**src/design/dtpd_pkg.sv**
```systemverilog
`timescale 1ns / 1ps
package dtpd_pkg;

  // default sizes
  localparam int unsigned ClickCountDef = 3;
  localparam int unsigned TimeWidthDef  = 32;

  // fixed field widths
  localparam int unsigned NowW   = 32;
  localparam int unsigned TickW  = 32;
  localparam int unsigned PulseW = 16;
  localparam int unsigned CfgIdxW = 3;

  // register indexes
  localparam logic [CfgIdxW-1:0] CfgDebounce    = 3'd0;
  localparam logic [CfgIdxW-1:0] CfgClickWindow = 3'd1;
  localparam logic [CfgIdxW-1:0] CfgHoldTicks   = 3'd2;
  localparam logic [CfgIdxW-1:0] CfgPulseRecent = 3'd3;
  localparam logic [CfgIdxW-1:0] CfgPulseIdle   = 3'd4;

  // register reset values
  localparam logic [TickW-1:0]  DebounceRst    = 32'd125;
  localparam logic [TickW-1:0]  ClickWindowRst = 32'd31250;
  localparam logic [TickW-1:0]  HoldTicksRst   = 32'd125000;
  localparam logic [PulseW-1:0] PulseRecentRst = 16'd1000;
  localparam logic [PulseW-1:0] PulseIdleRst   = 16'd5000;

  // register file contents
  typedef struct packed {
    logic [TickW-1:0]  debounce_ticks;
    logic [TickW-1:0]  click_window;
    logic [TickW-1:0]  hold_ticks;
    logic [PulseW-1:0] pulse_recent;
    logic [PulseW-1:0] pulse_idle;
  } cfg_t;

endpackage

```
**src/design/debounced_triple_press_detector_top.sv**
```systemverilog
`timescale 1ns / 1ps
// Debounced triple-press detector with servo pulse select.
// Input channel (in_valid_i / in_ready_o) carries one word per time sample:
// the current timer time and a flag for a button edge captured at that time.
// Output channel (out_valid_o / out_ready_i) returns one word per input word:
// the selected servo pulse value and the triple-click-recent flag.
// Configuration channel (cfg_valid_i / cfg_ready_o) writes one register per
// word by index; it is always ready. The user must see that it is written
// only while the block idles; the block itself does not enforce this.
// A word passes the debounce and press chain at the accepting edge, the
// click window test and the hold test into the output register. Throughput:
// one word per cycle unless the receiver stalls, set by the press chain and
// the debounce timestamp. A stalled receiver holds the output register; the
// two inner stages still fill, so up to three words are in flight before
// in_ready_o drops. Reset clears the press chain, the phase, the timestamps
// and all valid flags, and loads the register defaults.
module debounced_triple_press_detector_top #(
  parameter int unsigned CLICK_COUNT = dtpd_pkg::ClickCountDef,
  parameter int unsigned TIME_WIDTH  = dtpd_pkg::TimeWidthDef
) (
  input  logic                         clk_i,
  input  logic                         rst_ni,
  input  logic                         cfg_valid_i,
  output logic                         cfg_ready_o,
  input  logic [dtpd_pkg::CfgIdxW-1:0] cfg_index_i,
  input  logic [dtpd_pkg::TickW-1:0]   cfg_data_i,
  input  logic                         in_valid_i,
  output logic                         in_ready_o,
  input  logic [dtpd_pkg::NowW-1:0]    now_ticks_i,
  input  logic                         edge_seen_i,
  output logic                         out_valid_o,
  input  logic                         out_ready_i,
  output logic [dtpd_pkg::PulseW-1:0]  servo_pulse_o,
  output logic                         triple_recent_o
);
  import dtpd_pkg::*;

  localparam int unsigned CmpW = (TIME_WIDTH > TickW) ? TIME_WIDTH : TickW;

  cfg_t cfg;

  dtpd_cfg u_cfg (
    .clk_i       (clk_i),
    .rst_ni      (rst_ni),
    .cfg_valid_i (cfg_valid_i),
    .cfg_ready_o (cfg_ready_o),
    .cfg_index_i (cfg_index_i),
    .cfg_data_i  (cfg_data_i),
    .cfg_o       (cfg)
  );

  // handshake across the three stages
  logic s1_valid_q, s1_valid_d;
  logic s2_valid_q, s2_valid_d;
  logic out_valid_q, out_valid_d;
  logic s1_ready, s2_ready, s3_ready;
  logic in_fire, s1_move, s2_move;

  assign s3_ready   = !out_valid_q || out_ready_i;
  assign s2_ready   = !s2_valid_q || s3_ready;
  assign s1_ready   = !s1_valid_q || s2_ready;
  assign in_ready_o = s1_ready;
  assign in_fire    = in_valid_i && s1_ready;
  assign s1_move    = s1_valid_q && s2_ready;
  assign s2_move    = s2_valid_q && s3_ready;

  // debounce and press phase
  logic [TIME_WIDTH-1:0] now_in;
  logic [TIME_WIDTH-1:0] last_q, last_d;
  logic                  phase_q, phase_d;
  logic [TIME_WIDTH-1:0] since_last;
  logic                  edge_ok;
  logic                  press_shift;

  assign now_in      = TIME_WIDTH'(now_ticks_i);
  assign since_last  = now_in - last_q;
  assign edge_ok     = in_fire && edge_seen_i &&
                       (CmpW'(since_last) > CmpW'(cfg.debounce_ticks));
  assign press_shift = edge_ok && !phase_q;
  assign last_d      = edge_ok ? now_in : last_q;
  assign phase_d     = edge_ok ? !phase_q : phase_q;

  // press time chain, cell 0 newest, last cell oldest
  logic [TIME_WIDTH-1:0] press_q [CLICK_COUNT];

  for (genvar g = 0; g < CLICK_COUNT; g++) begin : g_cell
    logic [TIME_WIDTH-1:0] cell_in;
    if (g == 0) begin : g_head
      assign cell_in = now_in;
    end else begin : g_body
      assign cell_in = press_q[g-1];
    end
    dtpd_cell #(
      .TIME_WIDTH (TIME_WIDTH)
    ) u_cell (
      .clk_i   (clk_i),
      .rst_ni  (rst_ni),
      .shift_i (press_shift),
      .time_i  (cell_in),
      .time_o  (press_q[g])
    );
  end

  // click window test on the chain left by the stage 1 word
  logic [TIME_WIDTH-1:0] s1_now_q, s1_now_d;
  logic [TIME_WIDTH-1:0] span;
  logic [TIME_WIDTH-1:0] triple_q, triple_d;
  logic                  in_window;

  assign span      = press_q[0] - press_q[CLICK_COUNT-1];
  assign in_window = CmpW'(span) < CmpW'(cfg.click_window);
  assign triple_d  = (s1_move && in_window) ? press_q[0] : triple_q;
  assign s1_now_d  = in_fire ? now_in : s1_now_q;
  assign s1_valid_d = in_fire ? 1'b1 : (s2_ready ? 1'b0 : s1_valid_q);

  // hold test into the output register
  logic [TIME_WIDTH-1:0] s2_now_q, s2_now_d;
  logic [TIME_WIDTH-1:0] since_triple;
  logic                  recent;
  logic [PulseW-1:0]     pulse_q, pulse_d;
  logic                  recent_q, recent_d;

  assign s2_now_d     = s1_move ? s1_now_q : s2_now_q;
  assign s2_valid_d   = s2_ready ? s1_valid_q : s2_valid_q;
  assign since_triple = s2_now_q - triple_q;
  assign recent       = CmpW'(since_triple) <= CmpW'(cfg.hold_ticks);
  assign out_valid_d  = s3_ready ? s2_valid_q : out_valid_q;
  assign recent_d     = s2_move ? recent : recent_q;
  assign pulse_d      = s2_move ? (recent ? cfg.pulse_recent : cfg.pulse_idle) : pulse_q;

  // control and timestamps
  always_ff @(posedge clk_i or negedge rst_ni) begin
    if (!rst_ni) begin
      s1_valid_q  <= 1'b0;
      s2_valid_q  <= 1'b0;
      out_valid_q <= 1'b0;
      last_q      <= '0;
      phase_q     <= 1'b0;
      triple_q    <= '0;
    end else begin
      s1_valid_q  <= s1_valid_d;
      s2_valid_q  <= s2_valid_d;
      out_valid_q <= out_valid_d;
      last_q      <= last_d;
      phase_q     <= phase_d;
      triple_q    <= triple_d;
    end
  end

  // stage payload
  always_ff @(posedge clk_i) begin
    s1_now_q <= s1_now_d;
    s2_now_q <= s2_now_d;
    pulse_q  <= pulse_d;
    recent_q <= recent_d;
  end

  assign out_valid_o     = out_valid_q;
  assign servo_pulse_o   = pulse_q;
  assign triple_recent_o = recent_q;

endmodule

```
**src/design/dtpd_cfg.sv**
```systemverilog
`timescale 1ns / 1ps
module dtpd_cfg (
  input  logic                         clk_i,
  input  logic                         rst_ni,
  input  logic                         cfg_valid_i,
  output logic                         cfg_ready_o,
  input  logic [dtpd_pkg::CfgIdxW-1:0] cfg_index_i,
  input  logic [dtpd_pkg::TickW-1:0]   cfg_data_i,
  output dtpd_pkg::cfg_t               cfg_o
);
  import dtpd_pkg::*;

  cfg_t cfg_q;
  cfg_t cfg_d;

  assign cfg_ready_o = 1'b1;

  // register write decode, unknown indexes are dropped
  always_comb begin
    cfg_d = cfg_q;
    if (cfg_valid_i) begin
      unique case (cfg_index_i)
        CfgDebounce:    cfg_d.debounce_ticks = cfg_data_i;
        CfgClickWindow: cfg_d.click_window   = cfg_data_i;
        CfgHoldTicks:   cfg_d.hold_ticks     = cfg_data_i;
        CfgPulseRecent: cfg_d.pulse_recent   = cfg_data_i[PulseW-1:0];
        CfgPulseIdle:   cfg_d.pulse_idle     = cfg_data_i[PulseW-1:0];
        default:        cfg_d = cfg_q;
      endcase
    end
  end

  always_ff @(posedge clk_i or negedge rst_ni) begin
    if (!rst_ni) begin
      cfg_q.debounce_ticks <= DebounceRst;
      cfg_q.click_window   <= ClickWindowRst;
      cfg_q.hold_ticks     <= HoldTicksRst;
      cfg_q.pulse_recent   <= PulseRecentRst;
      cfg_q.pulse_idle     <= PulseIdleRst;
    end else begin
      cfg_q <= cfg_d;
    end
  end

  assign cfg_o = cfg_q;

endmodule

```
**src/design/dtpd_cell.sv**
```systemverilog
`timescale 1ns / 1ps
module dtpd_cell #(
  parameter int unsigned TIME_WIDTH = dtpd_pkg::TimeWidthDef
) (
  input  logic                  clk_i,
  input  logic                  rst_ni,
  input  logic                  shift_i,
  input  logic [TIME_WIDTH-1:0] time_i,
  output logic [TIME_WIDTH-1:0] time_o
);
  import dtpd_pkg::*;

  logic [TIME_WIDTH-1:0] time_q;
  logic [TIME_WIDTH-1:0] time_d;

  // take the neighbor's press time on a new press
  assign time_d = shift_i ? time_i : time_q;

  always_ff @(posedge clk_i or negedge rst_ni) begin
    if (!rst_ni) begin
      time_q <= '0;
    end else begin
      time_q <= time_d;
    end
  end

  assign time_o = time_q;

endmodule

```
**config.mk**
```make
export PLATFORM = sky130hd
export DESIGN_NAME = debounced_triple_press_detector_top
export DESIGN_NICKNAME = d
export VERILOG_FILES = /design/src/design/dtpd_pkg.sv /design/src/design/debounced_triple_press_detector_top.sv /design/src/design/dtpd_cfg.sv /design/src/design/dtpd_cell.sv
export SDC_FILE = /design/constraint.sdc
export NUM_CORES = 1
export LEC_CHECK = 0
export ABC_CLOCK_PERIOD_IN_PS = 6370
export BUFFER_PORTS_ARGS = -buffer_cell sky130_fd_sc_hd__buf_2
export CELL_PAD_IN_SITES_DETAIL_PLACEMENT = 0
export CELL_PAD_IN_SITES_GLOBAL_PLACEMENT = 1
export CORE_UTILIZATION = 43
export DETAILED_ROUTE_END_ITERATION = 8
export PLACE_DENSITY = 0.71
export SETUP_SLACK_MARGIN = 0.15
export SLEW_MARGIN = 20
export SYNTH_ARGS = -nofsm -noshare
export SYNTH_HDL_FRONTEND = slang
export SYNTH_HIERARCHICAL = 1
export SYNTH_SLANG_ARGS = --single-unit
```
**constraint.sdc**
```tcl
create_clock -name clk_i -period 6.37 [get_ports clk_i]
set_clock_uncertainty 0.15 [all_clocks]
set_input_delay 1.911 -clock clk_i [delete_from_list [all_inputs] [get_ports clk_i]]
set_output_delay 1.911 -clock clk_i [all_outputs]
set_load 0.02 [all_outputs]
```
# ---- Word-level counts from Yosys, hierarchy flattened
# Cells that the tools add are included.
# W data, S select, Z words.
dict set report word_totals {
  ff_bits 373
  latchBits 0
  ram_bits 0
  romBits 0
  out_inout_bits 20
  wordCells 52
  mem_count 0
}
dict set report classes {
  add_sub_neg 3
  n_mul 0
  div 0
  magnitude_cmp 3
  n_eq_ne 4
  shift 0
  mux 3
  bitwise_logic 0
  reduce_logical 21
}
# cell count
set ops {}
lappend ops {{$sub A32 B32 Y32} 3}
lappend ops {{$gt A32 B32 Y1} 1}
lappend ops {{$le A32 B32 Y1} 1}
lappend ops {{$lt A32 B32 Y1} 1}
lappend ops {{$mux W16} 1}
lappend ops {{$reduce_and A2 Y1} 5}
lappend ops {{$logic_and A1 B1 Y1} 7}
lappend ops {{$eq A3 B2 Y1 const B} 2}
lappend ops {{$logic_not A1 Y1} 4}
lappend ops {{$eq A3 B1 Y1 const B} 1}
lappend ops {{$eq A3 B3 Y1 const B} 1}
lappend ops {{$logic_not A3 Y1} 1}
lappend ops {{$logic_or A1 B1 Y1} 3}
lappend ops {{$mux W1} 2}
lappend ops {{$reduce_bool A2 Y1} 1}

# ---- Longest topological paths before layout
# Gate-level depths: netlist (run 1).
dict set report logic_depth {
  ltp_word 8
  depth_mapped 23
  mapped_depth_nobuf 21
}

# ---- By module
# Netlist (run 1), hierarchy kept.
# mod instances cells_per_inst area_each_um2 seq_area_each_um2
set by_module_without_submodules {}
lappend by_module_without_submodules {debounced_triple_press_detector_top 1 1400 12939.9 4134.0}
lappend by_module_without_submodules {dtpd_cfg 1 277 4933.5 3241.9}
lappend by_module_without_submodules {dtpd_cell 3 68 1345.0 800.8}

# ---- Least setup slack after synthesis (run 1)
# OpenSTA, ideal clock, no wires.
dict set report synth_timing {
  kind {input-to-reg}
  from {input now_ticks_i[18] in the netlist's numbering}
  to {register g_cell[0].u_cell.time_q[0]}
  setup_ns 0.125
  t_arrival_ns 6.179
  setup_slack_ns -0.084
  path_stages 21
  cell_sequence {ha_1 -> clkbuf_1 -> a21o_1 -> a221oi_1 -> o21ai_0 -> a221o_1 -> a31o_2 -> a21oi_2 -> o211ai_1 -> xnor2_1 -> ha_1 -> nand4_1 -> nor2_1 -> and4_1 -> nand4_1 -> a21oi_1 -> a211oi_2 -> nor4_1 -> buf_6 -> buf_12 -> mux2_4}
}
dict set report synth_between {
  elab_chain_len 4
}
# item line
set synth_lines {}
lappend synth_lines {{start: declaration} debounced_triple_press_detector_top.sv:29} ;# input logic [dtpd_pkg::NowW-1:0] now_ticks_i,
lappend synth_lines {{$sub A32 B32 Y32} debounced_triple_press_detector_top.sv:76} ;# assign since_last = now_in - last_q;
lappend synth_lines {{$gt A32 B32 Y1} debounced_triple_press_detector_top.sv:78} ;# (CmpW'(since_last) > CmpW'(cfg.debounce_ticks));
lappend synth_lines {{$logic_and A1 B1 Y1} debounced_triple_press_detector_top.sv:77} ;# assign edge_ok = in_fire && edge_seen_i &&
lappend synth_lines {{$logic_and A1 B1 Y1} debounced_triple_press_detector_top.sv:79} ;# assign press_shift = edge_ok && !phase_q;
lappend synth_lines {{via press_shift} debounced_triple_press_detector_top.sv:73} ;# logic press_shift;
lappend synth_lines {{end signal: assignment} dtpd_cell.sv:23} ;# time_q <= time_d;
lappend synth_lines {{end: declaration} dtpd_cell.sv:13} ;# logic [TIME_WIDTH-1:0] time_q;
# The timed path passes the listed nets, and every way through them passes these cells.
# A chain may end at the register's enable or synchronous reset.

# ---- Worst setup path after layout (run 1)
dict set report layout_timing {
  from {input now_ticks_i[7] in the netlist's numbering}
  to {register g_cell[0].u_cell.time_q[9]}
}
# Same word-level chain as after synthesis.

==> reports/results.tsv, run 1 <==
stage	metric	value	unit
outcome	status	finished, final reports clean	
synth	yosysSeqAreaShare	44.6	%
synth	synthArstFlopShare	78.3	%
finish	finalNetCount	2386	
sta	timing.slew.headroom	36.8	%
setup_path	reg2reg_to	servo_pulse_o[4]	
sta	setup_viol	0	
route	drtIter0Drc	746	
worst_hold_path	whs_path_depth	0	
synth	synth_edf_count	81	
synth	synthCells	1881	
sta	post-route-period-util	98.3	%
synth	synth_top_area_share	29.8	%
floorplan	dieHeight	228	um
route	wire_per_inst	19.7	um
worst_hold_path	min-delay-start	s1_now_q[16]	
global_routing	grt_pass1_vias	15600	
synth	synth-seq-cells	373	
placed_design	port_buffers	91	
synth	yosys.area.top_type	dfrtp_1	
power	clkPwrFrac	15.7	%
job	maxCapViolations	0	
power	power_frac_seq	25.2	%
synth	synthMuxAreaShare	17.4	%
setup_path	cp.arrival	6570	ps
finish	fillCellCount	4365	
sta	fmax	0.160	GHz
setup_path	r2r_slack	700	ps
cts	insertion_delay	590	ps
cts	cts_max_level	2	
sta	slew_viol_final	0	
power	p_switching	6.12	mW
cts	cts_buffer_depth	3	
synth	synth_adder_area_share	11.0	%
synth	synth_warnings	6	
synth	synth.cell_area	21900	um2
power	p_int	9.12	mW
route	dr.pass1.iters	4	
setup_path	critPathLaunchType	input pin	
synth	synth_compound_area_share	10.6	%
global_routing	grt-ovfl-total	0	
floorplan	start_util	43.7	%
setup_path	cp_max_fo	6	
sta	layout_min_cycle_time	6260	ps
floorplan	core	50200	um2
synth	post-synth-top-count-cell	dfrtp_1	
cts	cts_tree	built	
power	power_frac_comb	59.1	%
setup_path	worstRegToRegCells	20	
synth	synth_fp_nets	2145	
power	total_power	15.2	mW
sta	worst_pin_slew	948	ps
global_routing	grt_max_degree	121	
placed_design	dpl.hpwl	41.3	mm
global_routing	grt_usage	21.2	%
setup_path	cp-end-kind	flip-flop	
floorplan	die_area	51900	um2
synth	ys_types	78	
power	ir_worst_vdd	0.358	mV
cts	clock-sinks	373	
synth	synth_area_leaders	dfrtp_1 (30%), edfxtp_1 (11%), ha_1 (11%)	
finish	syn2layout_area_growth	18.5	%
setup_path	crit_type	input pin to flip-flop	
finish	drive_gt1_share	29.4	%
synth	post_synth_xor_area_fraction	3.40	%
route	final_antenna_net_count	0	
placed_design	dp_slack	-1210	ps
route	vias	15100	
global_routing	antenna_found_initial	7	
cts	cts_root_buf	clkbuf_16	
power	p_sw_share	40.2	%
floorplan	die_width	228	um
power	power_density	587	nW/um2
synth	syn_avg_cell_area	11.6	um2
synth	synth_top_family_by_area	multiplexers	
synth	yosys-top-cells-count	dfrtp_1 (261), inv_1 (209), ha_1 (188)	
sta	timing.final.ws_setup	109	ps
sta	hold_viol	0	
cts	cts_hold_buf	0	
power	p_leak	12.0	nW
setup_path	critical_path_required	6680	ps
worst_hold_path	min_to	s2_now_q[16]	
route	totalWireLength	55.7	mm
global_routing	grt_pass1_wl	86.4	mm
global_routing	grt.busiest_layer	met2	
cts	numCtsBuffers	42	
synth	yosys.area_share.simple	7.16	%
route	drc_errors	0	
global_routing	met2_usage	33.1	%
sta	rsz0062_at_grt	yes	
route	vias_per_cell	5.33	
cts	cts.reportedPaths.clkPinSlew	60	ps
global_routing	grt_util_met3	3.19	%
placed_design	place_congestion	0.923	
worst_hold_path	hold_class	flip-flop to flip-flop	
global_routing	met1_usage	30.4	%
floorplan	fp-row-count	82	
floorplan	pin_count	93	
synth	synth_flop_cell	dfrtp_1	
setup_path	rr_startpoint	triple_q[0]	
-- worst max path at each step --
stage | startpoint | endpoint | slack, ps
after floorplan | now_ticks_i[13] | g_cell[0].u_cell/time_o[0] | 150
after global placement | now_ticks_i[0] | g_cell[1].u_cell/time_o[31] | -1090
after detailed placement | now_ticks_i[0] | g_cell[2].u_cell/time_o[29] | -1210
after CTS | now_ticks_i[5] | g_cell[1].u_cell/time_o[26] | 90
after global routing | now_ticks_i[5] | g_cell[2].u_cell/time_o[29] | -60
final | now_ticks_i[7] | g_cell[0].u_cell/time_o[9] | 110
-- stage by stage --
step	utilization (%)	hold slack, ps	setup TNS [ps]	cell area [um2]	instances
after global routing	51.7	272	-2930	26000	2828
after floorplan	-	250	0	22000	1881
after global placement	47.9	250	-114570	24100	2731
final	51.8	265	0	26000	2830
after CTS	50.8	265	0	25500	2811
after detailed placement	47.9	255	-127730	24100	2731
-- critical path, cell delays in order --
cell	delay, ps
buf_8	110
ha_4	260
o211ai_1	160
or4_1	570
o2bb2ai_2	150
buf_4	120
o211ai_1	70
buf_4	160
and3_4	150
o41ai_2	210
a21oi_1	120
xnor2_1	150
ha_1	300
nand4_1	120
nor2_2	150
and4_4	250
nand4_1	120
buf_4	180
nor4_4	310
buf_12	150
nor4_4	40
buf_4	160
clkbuf_16	180
clkbuf_16	170
mux2_4	290
-- registers in the layout, summed over array words and instances (netlist names) --
register and cells:
u_cfg/cfg_o 128, g_cell.u_cell/time_o 96, last_q 32, s1_now_q 32
s2_now_q 32, triple_q 32, servo_pulse_o 16, out_valid_o 1
phase_q 1, s1_valid_q 1, s2_valid_q 1, triple_recent_o 1
-- placed cells by master, fill, tap and decap left out, types with 11 or more instances in the layout --
cell,n
clkbuf_16,53
o211ai_1,14
inv_1,208
nor2_1,56
mux2_1,69
nor3_1,20
mux2_2,131
nand2_1,63
nor2b_1,19
mux2_4,104
clkbuf_1,11
dfrtp_1,261
edfxtp_1,81
xnor2_1,54
and3_1,11
a21oi_1,110
a21o_1,65
nand4_1,31
ha_1,182
buf_2,87
nand3_1,37
o21ai_0,59
xor2_1,31
o21a_1,14
buf_4,138
dfstp_2,31
-- kinds of logic (layout without fill, tap and decap cells) --
family / after synthesis / count (layout)
mux: 305 / 305
compound gates: 359 / 359
xor+xnor: 85 / 85
simple gates: 298 / 298
flops: 373 / 373
other cells: 1 / 4
buf+inv: 269 / 543
fa+ha+maj: 191 / 191
-- cell type report --
type	count	area, um2	area share [%]
clock buffers	57	1160	4.46
clock inverters	20	183	0.703
flip-flops and latches	373	9780	37.7
diodes	3	7.51	0.0289
multi-input cells	1239	11100	42.8
inverters	209	785	3.02
repair buffers	257	2110	8.11
well taps	672	841	3.24
-- power by group through the flow --
stage               clock network, mW  logic (mW)  registers (mW)
global route                     2.53        10.0            3.95
detailed placement                  0        8.70            3.86
global placement                    0        8.54            3.83
floorplan                           0        6.38            3.73
finish                           2.39        9.01            3.84
CTS                              2.45        8.80            3.84
-- per-layer routing --
| metal | share of wire (%) | vias up |
|---|---|---|
| met3 | 4.4 | 92 |
| met2 | 45 | 278 |
| met4 | 2.5 | 0 |
| met1 | 48 | 7493 |
| li1 | - | 7235 |
| met5 | 0 | - |
-- timing repair --
action / CTS / global route
setup buffers: 3 / 3
gates cloned: 0 / 13
gates resized for setup: 6 / 39
endpoints found under the setup margin: 128 / 128
pin swaps: 4 / 20
Note: power is estimated with default switching activity, not from simulation.
==> run 2, diff against run 1 <==
Settings changed: BUFFER_PORTS_ARGS -buffer_cell sky130_fd_sc_hd__buf_2 to not set, DONT_BUFFER_PORTS set to 1, GPL_TIMING_DRIVEN set to 0, PLACE_DENSITY 0.71 to 0.69, SLEW_MARGIN 20 to not set.
==> reports/results.tsv, run 2 (synthesized netlist as in run 1, its figures left out) <==
stage	metric	value	unit	change
sta	slew_viol_final	0		unchanged
global_routing	grt_pass1_vias	14600		-6.0%
floorplan	pin_count	93		unchanged
placed_design	place_congestion	0.908		-1.6%
setup_path	cp_max_fo	6		unchanged
floorplan	fp-row-count	82		unchanged
cts	cts_max_level	2		unchanged
power	p_switching	5.97	mW	-2.5%
placed_design	dpl.hpwl	39.5	mm	-4.4%
cts	cts_buffer_depth	3		unchanged
route	wire_per_inst	19.7	um	-0.22%
floorplan	die_width	228	um	unchanged
global_routing	grt_max_degree	293		+140%
route	vias	14300		-5.2%
cts	cts.reportedPaths.clkPinSlew	60	ps	about the same
finish	finalNetCount	2225		-6.7%
sta	rsz0062_at_grt	yes		
route	final_antenna_net_count	1		+1
power	clkPwrFrac	17.0	%	+1.3 points
global_routing	grt_usage	20.5	%	-0.73 points
route	vias_per_cell	5.35		+0.32%
global_routing	antenna_found_initial	1		-6
setup_path	cp-end-kind	flip-flop		
finish	largest_reg_flops	128		unchanged
power	p_sw_share	40.1	%	-0.086 points
setup_path	critical_path_required	6670	ps	about the same
power	p_int	8.92	mW	-2.1%
setup_path	cp.arrival	6460	ps	-110 ps
setup_path	crit_type	input pin to flip-flop		
floorplan	core	50200	um2	unchanged
placed_design	port_buffers	0		-100%
route	drtIter0Drc	645		-14%
finish	finalInstanceArea	25000	um2	-3.7%
placed_design	dp_slack	-1450	ps	-237 ps
floorplan	start_util	43.7	%	unchanged
sta	timing.final.ws_setup	208	ps	+99.1 ps
outcome	violations	antenna violations		
power	power_frac_seq	26.3	%	+1.1 points
sta	setup_viol	0		unchanged
sta	worst_pin_slew	1460	ps	+513 ps
cts	cts_tree	built		
route	drc_errors	0		unchanged
cts	cts_root_buf	clkbuf_16		
finish	layout_common_cells	dfrtp_1 (261), inv_1 (207), ha_1 (177), mux2_2 (131), a21oi_1 (108)		
route	dr.pass1.iters	5		+1
global_routing	grt-ovfl-total	0		unchanged
sta	post-route-period-util	96.7	%	-1.6 points
finish	fillCellCount	4499		+3.1%
cts	cts_hold_buf	0		unchanged
global_routing	grt_pass1_wl	83.3	mm	-3.5%
cts	numCtsBuffers	43		+2.4%
placed_design	postPlaceCellArea	22800	um2	-5.0%
outcome	status	complete, but fails checks		
cts	insertion_delay	570	ps	-20 ps
power	ir_worst_vdd	0.245	mV	-31%
floorplan	dieHeight	228	um	unchanged
sta	timing.slew.headroom	2.64	%	-34 points
floorplan	die_area	51900	um2	unchanged
sta	hold_viol	0		unchanged
cts	clock-sinks	373		unchanged
finish	drive_gt1_share	23.0	%	-6.3 points
route	totalWireLength	52.5	mm	-5.8%
power	p_leak	11.2	nW	-6.6%
finish	syn2layout_area_growth	14.1	%	
power	power_frac_comb	56.7	%	-2.4 points
power	power_density	596	nW/um2	+1.5%
job	maxCapViolations	0		unchanged
worst_hold_path	hold_class	flip-flop to flip-flop		
sta	fmax	0.162	GHz	+1.6%
setup_path	critPathLaunchType	input pin		
sta	layout_min_cycle_time	6160	ps	-99.1 ps
finish	final_common_cell	dfrtp_1		
run 2: changes by cell type in the layout (fill, tap and decap cells not counted), sizes merged:
cell      before  now
clkbuf        67   78
buf          247   72
bufinv         2    4
clkinvlp       2    3
diode          3    5
inv          212  210
clkinv        13   17
run 2: metrics by stage:
stage / util, % / std cells / power (mW) / hold WS, ps / setup TNS, ps
floorplan: - / 1881 / 10.1 / 250 / 0
global placement: 45.4 / 2553 / 11.8 / 251 / -154530
detailed placement: 45.5 / 2555 / 12.0 / 255 / -163250
CTS: 49.2 / 2652 / 14.9 / 267 / 0
global route: 49.8 / 2668 / 16.2 / 263 / 0
finish: 49.8 / 2673 / 14.9 / 268 / 0
run 2: layer usage:
layer	routed length (um)	track usage [%]
met1	25900	29.4
met2	23500	31.9
met3	1840	3.29
met4	1330	5.79
met5	0	0
run 2: what timing repair did:
action | 4_1_cts | 5_1_grt
gates resized for setup | 51 | 34
buffers inserted | 16 | 15
pin swaps | 16 | 11
gates cloned | 1 | 1
setup endpoints to repair | 146 | 136
run 2: power groups by stage:
stage | clock network, mW | logic, mW | registers, mW
2_1_floorplan | 0 | 6.38 | 3.73
3_3_place_gp | 0 | 7.86 | 3.92
3_5_place_dp | 0 | 8.04 | 3.94
4_1_cts | 2.60 | 8.34 | 3.92
5_1_grt | 2.69 | 9.51 | 4.02
6_report | 2.53 | 8.45 | 3.92
run 2: final timing paths:
path	from	endpoint	slack, ps	depth (start not counted)
max	now_ticks_i[12]	g_cell[2].u_cell/time_o[25]	210	26
min	s1_now_q[8]	s2_now_q[8]	270	0
min reg2reg	s1_now_q[8]	s2_now_q[8]	270	0
max in group asynchronous	rst_ni	g_cell[0].u_cell/time_o[9]	3990	0
max reg2reg	triple_q[0]	servo_pulse_o[14]	460	19
min in group asynchronous	rst_ni	g_cell[2].u_cell/time_o[25]	900	0
run 2: cell type report:
cell class	instances	area [um2]	share of cell area [%]
inverters	209	785	3.14
plain buffers	60	569	2.28
well taps	672	841	3.36
flip-flops and latches	373	9780	39.1
clock inverters	25	254	1.02
diodes	5	12.5	0.0501
clock buffers	55	1200	4.82
multi-input cells	1239	11200	44.8
repair buffers	35	357	1.43
run 2: worst max-delay path: stages:
cell and delay, ps:
ha_1 270, buf_6 100, buf_4 140, nand4_1 140
nor3_2 290, o31a_1 240, o211ai_1 100, buf_4 160
and3_4 190, o41ai_4 220, a21oi_2 90, xnor2_1 150
ha_1 300, nand4_1 150, nor2_2 200, and4_4 260
nand4_1 90, buf_6 150, nor4_4 250, buf_6 160
nor4_4 50, buf_6 140, buf_12 150, buf_12 120
buf_12 130, mux2_4 290
==> run 3, diff against run 2 <==
Settings changed: ABC_CLOCK_PERIOD_IN_PS 6370 to 6500, CORE_MARGIN set to 5.
Clock period 6.37 ns to 6.5 ns, I/O delays scaled along.
==> reports/results.tsv, run 3 (synthesized netlist as in run 1, its figures left out) <==
stage	metric	value	unit	change
setup_path	cp-end-kind	flip-flop		
route	vias	14400		+0.73%
power	clkPwrFrac	16.7	%	-0.3 points
finish	finalNetCount	2225		unchanged
floorplan	die_area	55600	um2	+7.1%
sta	fmax	0.159	GHz	
finish	drive_gt1_share	23.0	%	-0.039 points
cts	clock-sinks	373		unchanged
power	p_sw_share	40.4	%	+0.28 points
sta	setup_viol	0		unchanged
global_routing	antenna_found_initial	7		+6
worst_hold_path	hold_class	flip-flop to flip-flop		
power	ir_worst_vdd	0.372	mV	+51%
cts	cts_tree	built		
setup_path	critical_path_required	6800	ps	+130 ps
setup_path	cp.arrival	6580	ps	+120 ps
route	drc_errors	0		unchanged
outcome	status	finished, final reports clean		
sta	layout_min_cycle_time	6290	ps	
floorplan	dieHeight	236	um	+3.5%
worst_hold_path	min-delay-start	s1_now_q[19]		
route	drtIter0Drc	849		+32%
global_routing	grt_usage	19.0	%	-1.5 points
cts	cts_max_level	2		unchanged
setup_path	crit_type	input pin to flip-flop		
global_routing	grt_max_degree	293		unchanged
global_routing	grt-ovfl-total	0		unchanged
setup_path	reg2reg_to	servo_pulse_o[7]		
floorplan	pin_count	93		unchanged
power	power_frac_comb	57.0	%	+0.3 points
global_routing	grt_pass1_vias	14700		+0.36%
placed_design	port_buffers	0		unchanged
route	vias_per_cell	5.40		+0.92%
power	p_leak	11.2	nW	+0.18%
power	power_density	583	nW/um2	-2.1%
cts	insertion_delay	570	ps	about the same
route	dr.pass1.iters	7		+2
job	maxCapViolations	0		unchanged
placed_design	dp_slack	-1250	ps	+198 ps
cts	cts.reportedPaths.clkPinSlew	60	ps	about the same
setup_path	rr_startpoint	triple_q[0]		
sta	rsz0062_at_grt	yes		
sta	timing.slew.headroom	38.9	%	+36 points
setup_path	critPathLaunchType	input pin		
cts	numCtsBuffers	42		-2.3%
worst_hold_path	min_to	s2_now_q[19]		
setup_path	r2r_slack	560	ps	+100 ps
power	total_power	14.6	mW	-2.1%
sta	post-route-period-util	96.7	%	
power	p_int	8.70	mW	-2.5%
cts	cts_buffer_depth	3		unchanged
finish	layout_common_cells	dfrtp_1 (261), inv_1 (209), ha_1 (176), mux2_2 (131), a21oi_1 (109)		
route	totalWireLength	54.2	mm	+3.1%
route	final_antenna_net_count	0		-1
floorplan	core	50300	um2	+0.20%
power	power_frac_seq	26.3	%	about the same
floorplan	die_width	236	um	+3.5%
route	wire_per_inst	20.3	um	+3.3%
sta	timing.final.ws_setup	214	ps	+5.86 ps
power	p_switching	5.89	mW	-1.4%
sta	slew_viol_final	0		unchanged
finish	syn2layout_area_growth	14.1	%	about the same
floorplan	start_util	43.6	%	-0.089 points
finish	final_common_cell	dfrtp_1		
finish	largest_reg_flops	128		unchanged
worst_hold_path	whs_path_depth	0		unchanged
placed_design	dpl.hpwl	40.0	mm	+1.1%
global_routing	grt_pass1_wl	84.1	mm	+0.90%
placed_design	place_congestion	0.889		-2.1%
cts	cts_root_buf	clkbuf_16		
sta	hold_viol	0		unchanged
sta	worst_pin_slew	917	ps	-544 ps
sta	tns	0	ps	unchanged
setup_path	worstRegToRegCells	19		unchanged
setup_path	cp_max_fo	7		+1
floorplan	fp-row-count	82		unchanged
==> run 3: metrics by stage <==
step                      util [%]  cell area (um2)  hold slack (ps)  std cells
after floorplan                  -            21900              250       1881
after global placement        45.3            22800              251       2553
after detailed placement      45.3            22800              255       2555
after CTS                     48.8            24500              254       2643
after global routing          49.7            25000              268       2667
final                         49.7            25000              252       2668
==> run 3: metal layers <==
| layer | GRT usage [%] | part of all wire (%) | vias up | routed length, um |
|---|---|---|---|---|
| li1 | - | - | 6879 | - |
| met1 | 27.0 | 47 | 7143 | 25400 |
| met2 | 29.5 | 45 | 292 | 24300 |
| met3 | 3.27 | 4.6 | 96 | 2470 |
| met4 | 6.93 | 3.6 | 0 | 1980 |
| met5 | 0 | 0 | - | 0 |
==> run 3: final cells by class <==
type | count | area, um2
clock buffers | 56 | 1170
flip-flops and latches | 373 | 9780
well taps | 672 | 841
plain buffers | 60 | 566
multi-input cells | 1239 | 11200
fillers | 4571 | 25300
inverters | 209 | 785
diodes | 1 | 2.50
clock inverters | 22 | 238
repair buffers | 36 | 407
==> run 3: how the worst max path moves through the flow <==
stage / start / endpoint / slack (ps) / depth (start not counted)
finish: now_ticks_i[9] / g_cell[2].u_cell/time_o[7] / 210 / 23
global route: now_ticks_i[9] / g_cell[2].u_cell/time_o[8] / 90 / 23
CTS: now_ticks_i[7] / g_cell[2].u_cell/time_o[27] / 150 / 21
detailed placement: now_ticks_i[15] / g_cell[2].u_cell/time_o[28] / -1250 / 21
global placement: now_ticks_i[15] / g_cell[2].u_cell/time_o[30] / -1260 / 21
floorplan: now_ticks_i[18] / g_cell[0].u_cell/time_o[0] / 180 / 21
==> run 3: critical path, stage by stage <==
cell	delay [ps]
ha_4	290
nand3_4	110
or4_4	560
o2bb2ai_4	180
o211ai_1	90
buf_4	150
and3_4	170
o41ai_4	350
a21oi_2	100
xnor2_1	140
ha_1	300
nand4_1	160
nor2_2	170
and4_4	260
nand4_1	150
buf_4	190
a21oi_4	180
a211oi_4	90
nor4_4	160
buf_6	180
buf_12	170
clkbuf_16	170
mux2_4	290
==> run 3: power groups by stage <==
stage	clock, mW	combinational (mW)	sequential, mW
CTS	2.51	8.09	3.84
detailed placement	0	7.85	3.87
global route	2.61	9.30	3.93
global placement	0	7.68	3.84
finish	2.44	8.32	3.83
floorplan	0	6.23	3.66
==> run 3: timing repair <==
action | in CTS | in global routing
gates cloned | 1 | 5
hold buffers | 0 | 0
setup endpoints to repair | 143 | 134
buffers inserted | 9 | 19
resized for setup | 42 | 48
pin swaps | 13 | 23
